<file path="src/hw/rtl/rssfl_pkg.sv">
`timescale 1ns / 1ps

package rssfl_pkg;

    // Operation codes carried in the input tuser
    localparam logic [2:0] OP_ADD    = 3'd0;
    localparam logic [2:0] OP_DEL    = 3'd1;
    localparam logic [2:0] OP_READ   = 3'd2;
    localparam logic [2:0] OP_SCAN   = 3'd3;
    localparam logic [2:0] OP_SETCUR = 3'd4;

    // Status codes carried in the output tuser
    localparam logic [2:0] ST_OK      = 3'd0;
    localparam logic [2:0] ST_RANGE   = 3'd1;
    localparam logic [2:0] ST_DELETED = 3'd2;
    localparam logic [2:0] ST_END     = 3'd3;
    localparam logic [2:0] ST_FULL    = 3'd4;

    // Fixed field widths of the stream payload
    localparam int IDX_FIELD_W  = 11;
    localparam int DATA_FIELD_W = 64;
    localparam int OUT_TDATA_W  = 88;

    // One finished result on its way to the output register
    typedef struct packed {
        logic [2:0]              status;
        logic [IDX_FIELD_W-1:0]  res_idx;
        logic [DATA_FIELD_W-1:0] res_data;
        logic [IDX_FIELD_W-1:0]  slots_used;
    } t_result;

endpackage

</file>
<file path="src/hw/rtl/rssfl_out_stage.sv">
`timescale 1ns / 1ps

module rssfl_out_stage (
    input  logic                                i_clk,
    input  logic                                i_rst_n,
    input  logic                                i_load,
    input  rssfl_pkg::t_result                  i_result,
    output logic                                o_free,
    output logic                                o_tvalid,
    input  logic                                i_tready,
    // result_index [10:0], result_data [74:11], slots_used [85:75], zero fill above
    output logic [rssfl_pkg::OUT_TDATA_W-1:0]   o_tdata,
    // status [2:0]
    output logic [2:0]                          o_tuser
);

    logic               r_valid;
    rssfl_pkg::t_result r_res;

    // Room for a new result when empty or when the current one leaves now
    assign o_free = !r_valid || i_tready;

    // Hold the result until the receiver takes the transaction
    always_ff @(posedge i_clk) begin
        if (!i_rst_n) begin
            r_valid <= 1'b0;
        end else if (i_load) begin
            r_valid <= 1'b1;
        end else if (i_tready) begin
            r_valid <= 1'b0;
        end
    end

    always_ff @(posedge i_clk) begin
        if (i_load) begin
            r_res <= i_result;
        end
    end

    assign o_tvalid = r_valid;
    assign o_tdata  = {2'b00, r_res.slots_used, r_res.res_data, r_res.res_idx};
    assign o_tuser  = r_res.status;

endmodule

</file>
<file path="config.mk">
export PLATFORM = sky130hd
export DESIGN_NAME = rssfl_out_stage
export DESIGN_NICKNAME = d
export VERILOG_FILES = /design/src/hw/rtl/rssfl_pkg.sv /design/src/hw/rtl/rssfl_out_stage.sv
export SDC_FILE = /design/constraint.sdc
export NUM_CORES = 1
export LEC_CHECK = 0
export BUFFER_PORTS_ARGS = -buffer_cell sky130_fd_sc_hd__buf_2
export CORE_UTILIZATION = 37
export DETAILED_ROUTE_END_ITERATION = 12
export PLACE_DENSITY = 0.72
export SETUP_SLACK_MARGIN = 0.15
export SLEW_MARGIN = 10
export SYNTH_ARGS = -nofsm -noshare
export SYNTH_HDL_FRONTEND = slang
export SYNTH_SLANG_ARGS = --single-unit
</file>
<file path="constraint.sdc">
create_clock -name i_clk -period 0.8 [get_ports i_clk]
set_input_delay 0.04 -clock i_clk [delete_from_list [all_inputs] [get_ports i_clk]]
set_output_delay 0.04 -clock i_clk [all_outputs]
set_load 0.01 [all_outputs]
</file>
# == Word-level counts from Yosys, hierarchy flattened ==
# Cells that the tools add are included.
# totals
ff_bits,90
in_bits,93
word_cells,10
# op_classes
mux,2
n_reduce_logical,3
# op_table
op,n
$mux W1,2
$reduce_bool A2 Y1,1
$logic_not A1 Y1,1
$logic_or A1 B1 Y1,1

# == Logic depth before layout (Yosys ltp) ==
# Gate-level depths: netlist of run 1.
# depth
word_depth,2
depth_mapped,2
depth_no_buf,2

# == Worst setup path after synthesis of run 1 ==
# Ideal clock, no wire load.
# synth_path
kind,register -> register
from,"reg, netlist name o_tvalid"
to,reg r_valid (netlist: o_tvalid)
setup_time_ns,0.066
arrival_ns,0.598
setup_slack_ns,0.136
stages_incl_launch_ff,3
n_path_buf,0
synth_period_minus_slack_ns,0.664
cell_sequence,dfxtp_1 nand2b_4 a21boi_2
# synth_rtl
element,line_no,text
"end signal, assigned",rssfl_out_stage.sv:26,r_valid <= 1'b0;
"end signal, assigned",rssfl_out_stage.sv:28,r_valid <= 1'b1;
"end signal, assigned",rssfl_out_stage.sv:30,r_valid <= 1'b0;
"end, declared",rssfl_out_stage.sv:17,logic r_valid;

# == Final worst setup path of run 1 ==
# layout_path
from,reg r_valid (netlist: o_tvalid)
to,out o_free
# layout_via
elab_chain_cells,2
# layout_lines
element,line_no,text
$logic_not A1 Y1,rssfl_out_stage.sv:21,assign o_free = !r_valid || i_tready;
$logic_or A1 B1 Y1,rssfl_out_stage.sv:21,
"end, declared",rssfl_out_stage.sv:8,"output logic o_free,"
# No other way between the ends.

==> results by stage, run 1 <==
Clock tree:
- The post-CTS clock slew at the launch and capture registers of the worst setup and hold paths is 80 ps.
- The depth of the CTS H-tree is 3.
- The clock sink count is 90.
- The TritonCTS clock tree is built.
- The clock reaches the later pin of the worst-skew pair after 340 ps.
- The number of buffers on the longest clock path is 2.
- The tree is rooted in a clkbuf_8.
- In this run, CTS created clock tree buffers numbering 9.

Detailed routing:
- Dividing the detail-routed wire length by the instance count gives 14.93 µm.
- For this block, the initial DRC count from the detailed router was 49.
- The first detailed-routing pass took 4 iterations.
- The remaining number of nets flagged by the antenna check after routing is 0.
- The detailed-route wire length is 7.299 mm.
- For this run, design rule violations remaining after detail routing come to 0.
- The routed layout has 2047 vias.
- After detailed routing, the number of vias per cell comes to 4.186.

Synth:
- Ranked by instance count, the synthesized netlist is headed by edfxtp_1 (89), buf_4 (2).
- In this run, synthesis inferred 89 flip-flops with an integrated enable.
- The post-synthesis register bit count is 90.
- The number of library cell types mapped by synthesis is 7.
- The cell with the most instances after synthesis is edfxtp_1.
- The share of the yosys chip area belonging to registers is 98.26%.
- The proportion of netlist area held by the largest area contributor is 97.53%.
- In the synthesized netlist, the number of instances is 96.
- The most common flop cell mapped by yosys is edfxtp_1.
- The number of warning messages in the yosys log is 0.
- By area the synthesized netlist is led by edfxtp_1 (98%), dfxtp_1 (0.73%), buf_4 (0.55%), nand2b_4 (0.50%), a21boi_2 (0.41%).
- Dividing the synthesized area by the synthesized cell count gives 28.54 µm².
- In the synthesized netlist the async set-or-reset flop fraction comes to 0%.
- The post-synth design cell area is 2740 µm².
- The post-synthesis cell type with the largest combined area is edfxtp_1.

Worst setup path:
- The critical path goes through nand2b_4 -> buf_6.
- The kind of end point of the critical path is a primary output.
- For the worst setup path, the data arrival time is 900 ps.
- The slowest cell on the critical path is dfxtp_2.
- The largest fanout on the critical path is 2.
- The critical path in this run is classified as reg -> out.
- The data required time at the worst endpoint is 760 ps.
- STA classifies the critical path startpoint as a register.
- For this run, the slowest stage of the critical path takes 370 ps.

Run:
- The tool flagged a number of max-cap violations equal to 0.

Floorplan:
- The vertical die dimension is 88.06 µm.
- The area of the die is 7754 µm².
- The core region is 7214 µm².
- The floorplan has 31 rows.
- The horizontal die dimension is 88.06 µm.
- The number of top-level pins is 186.
- The initial core utilization is 37.98%.

Power and ir drop:
- In this run, flip-flops and latches consume 57.1% of the power.
- The analysis attributes to net switching a power of 2.201 mW.
- In this run switching power makes up 22.10% of total power.
- The internal power of the cells totals 7.758 mW.
- The combinational group share of total power is 13.1%.
- The leakage power is 2.145 nW.
- In this run the power density over the cells is 2004 nW/µm².
- The peak supply drop is 1215 µV.
- The part of the total power dissipated in the clock network is 29.9%.

Timing:
- Setup violations remaining at the end of the flow were counted as 92.
- The final-report hold violation count is 0.
- The final setup skew is 0 ps.
- The final critical delay including setup and external delays is 942.0 ps.
- In the final timing run, aggregate negative setup slack is -8945 ps.
- Setup repair after global routing could not meet its margin everywhere.
- The final clock period utilization by the worst path is 117.8%.
- For this run, the top clock speed supported by timing is 1.062 GHz.
- The final worst hold slack is 118.5 ps.
- The count of final max-slew check failures is 0.
- The final worst setup slack is -142.0 ps.

Finish:
- The cell area after layout is 4969 µm².
- The area growth from synthesis to layout is 81.32%.
- The number of fillers in the final layout is 522.
- The fraction of final layout cells with drive strength greater than 1 is 53.08%.
- The number of antenna diodes is 0.
- At the end of the flow, the number of nets in the layout was 478.

Hold path:
- The class of the tightest hold or removal check is in -> reg.

Outcome:
- The checks that failed: negative setup slack.
- The run finished, with violations left.

GRT:
- Entering global routing, the biggest net connects 42 pins.
- The first-pass GRT wire length is 10.08 mm.
- For this run the aggregate overflow at the end of global routing stands at 0.
- The via count of the first global-routing pass is 2169.
- The number of antenna violations at the first check in global routing is 0.
- Across every metal layer, demand over resource in global routing totals 18.61%.

Placed design:
- After detailed placement, the total cell area comes to 3827 µm².
- Port buffering added 183 buffers.
- At the end of routability-driven placement, the weighted congestion stood at 0.7199.
==> routing by layer <==
layer	GRT usage (%)	part of all wire [%]
met1	18.60	35
met2	33.19	54
met3	7.540	8.6
met4	9.677	2.3
met5	0	0
==> per-stage QoR <==
stage                     power, mW  util [%]  setup slack (ps)  instances
final                         9.959     68.87            -142.0        489
after CTS                     9.995     68.49            -161.7        488
after global placement        6.672     53.05             63.50        381
after floorplan               6.026         -             187.4         97
after global routing          10.34     68.87            -188.9        489
after detailed placement      6.696     53.05             46.56        381
==> power by group through the flow <==
| stage | Sequential, mW | Combinational [mW] | Clock (mW) |
|---|---|---|---|
| after global placement | 5.77 | 0.901 | 0 |
| final | 5.68 | 1.30 | 2.97 |
| after global routing | 5.72 | 1.40 | 3.22 |
| after CTS | 5.68 | 1.27 | 3.05 |
| after detailed placement | 5.78 | 0.915 | 0 |
| after floorplan | 6.00 | 0.0226 | 0 |
==> registers in the layout (all words and copies together), names as in the netlist <==
name      cells
o_tdata      86
o_tuser       3
o_tvalid      1
==> placed cells by master (no fill, tap or decap) <==
cell           count
buf_4              3
inv_1              1
buf_6              6
bufinv_16          1
conb_1             2
buf_12             2
clkinv_4           1
clkinv_2           2
clkinv_1           1
clkinvlp_4         1
inv_6              1
a21boi_2           1
dfxtp_2            1
dlygate4sd3_1     90
nand2b_4           1
edfxtp_1          89
buf_2            178
clkbuf_8           9
==> what timing repair did <==
action,in CTS,in global routing
gates resized for setup,2,4
setup endpoints to repair,91,92
pin swaps,1,1
hold buffers,90,0
endpoints found under the hold margin,90,0
buffers inserted,1,1
==> worst max-delay path: cells and delay by family (launching register included) <==
family / cells / cell delay (ps)
buf+inv: 1 / 120
simple gates: 1 / 70
flops: 1 / 370
==> cell families after synthesis <==
| family | count (synthesis) | share of synthesized area, % |
|---|---|---|
| and+or+nand+nor | 1 | 0.5022 |
| DFF | 90 | 98.26 |
| other | 1 | 0.1369 |
| AOI/OAI and AO/OA | 1 | 0.4109 |
| buffers and inverters | 3 | 0.6846 |
==> worst paths after layout <==
| path | from | to | slack [ps] | cells past startpoint |
|---|---|---|---|---|
| min reg2reg | o_tvalid | o_tvalid | 680 | 4 |
| max reg2reg | o_tvalid | o_tvalid | -40 | 4 |
| max | o_tvalid | o_free | -140 | 2 |
| min | i_load | o_tdata[14] | 120 | 2 |
==> final cells by class <==
| cell class | count | area (µm²) | area share [%] |
|---|---|---|---|
| inverters | 1 | 3.754 | 0.07555 |
| repair buffers | 279 | 1922 | 38.68 |
| multi-input cells | 4 | 32.53 | 0.6547 |
| well taps | 99 | 123.9 | 2.493 |
| flip-flops and latches | 90 | 2694 | 54.22 |
| clock buffers | 9 | 123.9 | 2.493 |
| clock inverters | 7 | 68.82 | 1.385 |
Note: power is estimated with default switching activity, not from simulation.
==> inputs of run 2 (changes only) <==
--- a/config.mk
+++ b/config.mk
@@ -6,6 +6,7 @@
 export NUM_CORES = 1
 export LEC_CHECK = 0
 export BUFFER_PORTS_ARGS = -buffer_cell sky130_fd_sc_hd__buf_2
+export CORE_ASPECT_RATIO = 0.6
 export CORE_UTILIZATION = 37
 export DETAILED_ROUTE_END_ITERATION = 12
 export PLACE_DENSITY = 0.72
==> results by stage, run 2 (synthesized netlist as in run 1, its figures left out) <==
Timing:
- Setup repair after global routing could not meet its margin everywhere.
- The highest achievable clock rate is 1.058 GHz (-0.30%).
- The count of final max-slew check failures is 0 (unchanged).
- The final worst setup slack is -144.9 ps (-2.860 ps).
- The final critical delay including setup and external delays is 944.9 ps (+2.860 ps).
- The final-report hold violation count is 0 (unchanged).
- The final setup skew is 0 ps (unchanged).
- The final worst hold slack is 76.27 ps (-42.27 ps).
- The number of failing setup endpoints in the final timing report is 91 (-1.1%).
- The final clock period utilization by the worst path came to 118.1% (+0.36 points).

Clock tree:
- The clock latency at the later pin of the worst-skew pair is 330 ps (about the same).
- The TritonCTS clock tree is built.
- The number of clock buffers inserted by TritonCTS is 9 (unchanged).
- The root buffer cell chosen for the clock tree is clkbuf_16.
- The number of buffers on the longest clock path is 2 (unchanged).
- The depth of the CTS H-tree is 3 (unchanged).
- The clock sink count was 90 (unchanged).
- The post-CTS clock slew at the launch and capture registers of the worst setup and hold paths is 60 ps (-20 ps).

Detailed routing:
- The total vias in the final route is 2075 (+1.4%).
- The first-pass iteration count of the detailed router is 5 (+1).
- The count of unresolved DRC violations after routing is 0 (unchanged).
- The average wire length per cell after detail routing is 15.94 µm (+6.8%).
- The first-iteration detailed-routing DRC count is 97 (+98%).
- The detailed-route wire length is 7.570 mm (+3.7%).
- The remaining number of nets flagged by the antenna check after routing is 0 (unchanged).
- The via density per instance is 4.368 (+4.4%).

Worst setup path:
- The path depth of the worst reg2reg path is 3 (-1).
- The internal reg-to-reg setup slack is 60 ps (+100 ps).
- The signal on the critical path passes through buf_2.
- The worst path buffer plus inverter count is 1 (unchanged).
- The slowest stage of the critical path is the edfxtp_1 cell.
- The worst register-to-register path ends at o_tvalid.
- The worst setup path is launched from a register.
- The kind of end point of the critical path is a primary output.
- Grouping stages by cell kind, the critical path spends the most delay in flip-flops.
- The reg-to-reg critical path startpoint is o_tvalid.
- The data required time at the worst endpoint came to 760 ps (about the same).
- The longest individual stage delay on the worst path is 410 ps (+40 ps).
- The largest fanout on the critical path was 1 (-1).
- The arrival time reported for the critical path endpoint came to 900 ps (about the same).
- By startpoint and endpoint, the worst setup path is classified as reg -> out.

Finish:
- From synthesis to final layout, the design area changed by 82.79%.
- The flip-flop count of the largest register after layout is 86 (unchanged).
- Leaving out fill and tap cells, the most frequent cell in the layout is buf_2.
- In the layout the commonest cells are buf_2 (179), dlygate4sd3_1 (90), edfxtp_1 (89), clkbuf_16 (9).
- The number of antenna diodes came to 0 (unchanged).
- The fraction of final layout cells with drive strength greater than 1 came to 53.09% (about the same).
- The number of fillers in the final layout is 441 (-16%).
- The number of standard cells in the layout, taps in and fillers out was 475 (-2.9%).
- The count of nets after finishing is 476 (-0.42%).

Power and ir drop:
- The power share of the sequential group is 52.8% (-4.3 points).
- The leakage power is 2.170 nW (+1.2%).
- The internal power consumption is 8.413 mW (+8.4%).
- The net switching power is 2.372 mW (+7.8%).
- The fraction of power spent switching nets is 22.00% (-0.10 points).
- The total power per unit cell area came to 2153 nW/µm² (+7.4%).
- The peak supply drop came to 1778 µV (+46%).
- The part of the total power dissipated in the clock network is 35.2% (+5.3 points).
- The combinational group share of total power is 12.0% (-1.1 points).

Outcome:
- The flow ran to the end, but the final reports show violations.
- The checks that failed: negative setup slack.

Placed design:
- The cell total after placement came to 368 (-3.4%).
- The placer congestion estimate is 0.7059 (-1.9%).
- The number of buffers inserted by port buffering is 183 (unchanged).

Floorplan:
- The number of top-level pins is 186 (unchanged).
- The row count is 23 (-26%).
- The vertical die dimension was 68.66 µm (-22%).
- The core outline area is 6907 µm² (-4.3%).
- The area of the die was 7765 µm² (+0.15%).
- The horizontal die dimension is 113.1 µm (+28%).
- The initial core utilization was 39.67% (+1.7 points).

Run:
- The number of max-cap violations is 0 (unchanged).

GRT:
- The largest net degree at the start of global routing is 42 (unchanged).
- The via count of the first global-routing pass is 2153 (-0.74%).
- The number of antenna violations at the first check in global routing is 0 (unchanged).
- The all-layer global routing usage was 18.83% (+0.23 points).
- The first-pass GRT wire length is 10.46 mm (+3.8%).
- The residual overflow from global routing is 0 (unchanged).

Hold path:
- The startpoint identified for the worst hold timing path is i_tready.
- The number of instances on the worst hold path is 4 (+2).
- The capture endpoint of the worst hold path is o_tvalid.
- The worst hold path belongs to the class in -> reg.
## run 2: cell type report
class                           instances  area (µm²)  share of cell area [%]
Sequential cell                        90        2696                   53.83
Timing Repair Buffer                  277        1897                   37.87
Tap cell                               87       108.9                   2.173
Multi-Input combinational cell          4       32.53                  0.6495
Inverter                                1       3.754                 0.07494
Clock buffer                            9       225.2                   4.497
Clock inverter                          7       45.04                  0.8993
## run 2: per-stage QoR
stage                     instance area, µm²  TNS [ps]  setup slack [ps]  utilization [%]  power [mW]
after floorplan                         2745         0             187.4                -       6.026
after global placement                  3805         0             71.20            55.09       6.667
after detailed placement                3805         0             60.00            55.09       6.701
after CTS                               4996     -8111            -136.7            72.34       10.81
after global routing                    5009    -10510            -167.8            72.52       11.15
final                                   5009     -7328            -144.9            72.52       10.79
## run 2: per-layer routing
layer | share of wire (%) | track usage (%) | routed length (µm) | up-vias
met2 | 51 | 34.05 | 3842 | 124
met4 | 1.1 | 7.730 | 80 | 0
met5 | 0 | 0 | 0 | -
met3 | 9.4 | 7.780 | 708 | 8
met1 | 39 | 20.22 | 2938 | 991
li1 | - | - | - | 952
## run 2: worst max-delay path by stage
stage                      startpoint           to  slack, ps  cells past startpoint
after floorplan              o_tvalid     o_tvalid        190                      2
after global placement         i_load  o_tdata[75]         70                      2
after detailed placement       i_load  o_tdata[56]         60                      2
after CTS                 o_tdata[67]  o_tdata[67]       -140                      1
after global routing      o_tdata[21]  o_tdata[21]       -170                      1
final                     o_tdata[21]  o_tdata[21]       -140                      1
## run 2: power by group through the flow
stage / clock network, mW / logic (mW) / registers (mW)
detailed placement: 0 / 0.915 / 5.79
global placement: 0 / 0.897 / 5.77
CTS: 3.85 / 1.27 / 5.69
finish: 3.79 / 1.29 / 5.70
global route: 4.04 / 1.38 / 5.73
floorplan: 0 / 0.0226 / 6.00
## run 2: timing repair
item,in CTS,in global routing
setup buffers,1,0
resized for setup,2,3
endpoints found under the setup margin,91,92
hold buffers,90,0
endpoints found under the hold margin,90,0
pin swaps,0,1
==> inputs of run 3 (changes only) <==
--- a/config.mk
+++ b/config.mk
@@ -9,7 +9,7 @@
 export CORE_ASPECT_RATIO = 0.6
 export CORE_UTILIZATION = 37
 export DETAILED_ROUTE_END_ITERATION = 12
-export PLACE_DENSITY = 0.72
+export PLACE_DENSITY = 0.73
 export SETUP_SLACK_MARGIN = 0.15
 export SLEW_MARGIN = 10
 export SYNTH_ARGS = -nofsm -noshare
==> results by stage, run 3 (synthesized netlist as in run 1, its figures left out) <==
Finish:
- The fraction of final layout cells with drive strength greater than 1 is 52.84% (-0.26 points).
- The cell area after layout was 5069 µm² (+1.2%).
- The count of nets after finishing came to 477 (+0.21%).
- The number of standard cells in the layout, taps in and fillers out is 475 (unchanged).
- Leaving out fill and tap cells, the most frequent cell in the layout is buf_2.
- In the layout the commonest cells are buf_2 (180), dlygate4sd3_1 (90), edfxtp_1 (89), clkbuf_16 (9), buf_4 (4).
- The area growth from synthesis to layout is 84.98%.
- The number of antenna diodes is 0 (unchanged).
- The flip-flop count of the largest register after layout is 86 (unchanged).

Worst setup path:
- The worst path buffer plus inverter count came to 1 (unchanged).
- The data required time at the worst endpoint is 760 ps (about the same).
- The classification of the worst setup path is reg -> out.
- STA classifies the critical path endpoint as a primary output.
- The largest fanout on the critical path is 1 (unchanged).
- The arrival time reported for the critical path endpoint is 900 ps (about the same).
- The category of the worst setup path launch point is a register.
- Among all stages on the critical path, the largest delay is contributed by edfxtp_1.
- In this design, the largest share of critical-path delay is due to flip-flops.
- The longest individual stage delay on the worst path is 410 ps (about the same).
- Traced cell by cell, the critical path runs through buf_2.

Hold path:
- The class of the tightest hold or removal check is in -> reg.

Power and ir drop:
- The peak supply drop was 1573 µV (-12%).
- The leakage power was 2.199 nW (+1.3%).
- The total power per unit cell area is 2287 nW/µm² (+6.2%).

GRT:
- The met3 usage in global routing came to 9.091% (+1.3 points).
- The via count of the first global-routing pass is 2013 (-6.5%).
- The number of antenna violations at the first check in global routing was 0 (unchanged).
- The met2 demand-to-capacity share in global routing is 32.44% (-1.6 points).
- The largest net degree at the start of global routing is 36 (-14%).
- After global routing, the most crowded layer is met2.
- The residual overflow from global routing was 0 (unchanged).
- The first-pass GRT wire length is 9.991 mm (-4.5%).
- The all-layer global routing usage is 18.18% (-0.65 points).
- The met1 routing resource usage after global routing is 18.47% (-1.7 points).

Detailed routing:
- The first-iteration detailed-routing DRC count is 113 (+16%).
- The total vias in the final route is 2025 (-2.4%).
- The remaining number of nets flagged by the antenna check after routing is 0 (unchanged).
- The count of unresolved DRC violations after routing is 0 (unchanged).
- The via density per instance is 4.263 (-2.4%).
- The average wire length per cell after detail routing was 15.16 µm (-4.9%).
- The detailed-route wire length is 7.202 mm (-4.9%).
- The first-pass iteration count of the detailed router is 4 (-1).

Clock tree:
- The number of buffers on the longest clock path is 2 (unchanged).
- The depth of the CTS H-tree is 3 (unchanged).
- The clock sink count is 90 (unchanged).
- The post-CTS clock slew at the launch and capture registers of the worst setup and hold paths is 60 ps (about the same).
- The clock latency at the later pin of the worst-skew pair came to 330 ps (about the same).
- The master cell of the clock root buffer is clkbuf_16.
- TritonCTS built the clock tree.
- The number of clock buffers inserted by TritonCTS is 9 (unchanged).
- The number of hold buffers added after cts is 90 (unchanged).

Floorplan:
- The initial core utilization is 39.67% (unchanged).
- The row count was 23 (unchanged).
- The area of the die is 7765 µm² (unchanged).
- The core outline area came to 6907 µm² (unchanged).
- The number of top-level pins is 186 (unchanged).
- The horizontal die dimension is 113.1 µm (unchanged).
- The vertical die dimension is 68.66 µm (unchanged).

Outcome:
- The flow ran to the end, but the final reports show violations.
- The final reports fail on negative setup slack.

Run:
- The number of max-cap violations came to 0 (unchanged).

Timing:
- The post-route setup TNS is -6866 ps (+461.5 ps).
- Setup repair after global routing could not meet its margin everywhere.
- The final clock period utilization by the worst path was 117.3% (-0.84 points).
- The final worst setup slack is -138.1 ps (+6.747 ps).
- The highest achievable clock rate is 1.066 GHz (+0.72%).
- The final setup skew is 0 ps (unchanged).
- The final-report hold violation count was 0 (unchanged).
- The final critical delay including setup and external delays is 938.1 ps (-6.747 ps).
- The count of final max-slew check failures is 0 (unchanged).
- The number of failing setup endpoints in the final timing report came to 91 (unchanged).

Placed design:
- The cell total after placement came to 369 (+0.27%).
- The number of buffers inserted by port buffering is 183 (unchanged).
- The placed standard-cell area is 3812 µm² (+0.20%).
- The placer congestion estimate is 0.6884 (-2.5%).
run 3: per-stage QoR:
| stage | utilization [%] | hold slack (ps) | setup WS, ps | total power [mW] |
|---|---|---|---|---|
| 4_1_cts | 73.15 | -33.32 | -121.0 | 11.68 |
| 3_3_place_gp | 55.20 | 216.0 | 58.30 | 6.669 |
| 3_5_place_dp | 55.20 | 218.1 | 43.98 | 6.698 |
| 5_1_grt | 73.39 | -2.931 | -160.1 | 12.00 |
| 6_report | 73.39 | 2.544 | -138.1 | 11.59 |
| 2_1_floorplan | - | 138.9 | 187.4 | 6.026 |
run 3: per-layer routing:
layer | vias up | wire length [µm]
met2 | 113 | 3700
met4 | 0 | 108
met1 | 943 | 2667
met5 | - | 0
li1 | 958 | -
met3 | 11 | 725
run 3: worst paths after layout:
check	end	startpoint	cells past startpoint	slack, ps
setup / recovery	o_tdata[17]	o_tdata[17]	1	-140
hold reg to reg	o_tvalid	o_tvalid	3	590
setup reg to reg	o_tvalid	o_tvalid	3	90
hold / removal	o_tdata[11]	i_load	1	3
run 3: what timing repair did:
action / 4_1_cts / 5_1_grt
hold endpoints to repair: 93 / 3
setup buffers: 0 / 1
setup endpoints to repair: 91 / 91
pin swaps: 0 / 1
resized for setup: 1 / 2
run 3: cell type report:
class	count	area, µm²
Clock buffer	10	229.0
Clock inverter	5	103.9
Fill cell	424	1838
Inverter	1	3.754
Multi-Input combinational cell	4	32.53
Sequential cell	90	2696
Tap cell	87	108.9
Timing Repair Buffer	278	1894
run 3: power by group:
| group | total (mW) | internal [mW] | leakage (nW) | switching, mW |
|---|---|---|---|---|
| registers | 5.69 | 5.59 | 0.880 | 0.0958 |
| logic | 1.29 | 0.719 | 1.16 | 0.568 |
| clock network | 4.62 | 3.03 | 0.163 | 1.59 |
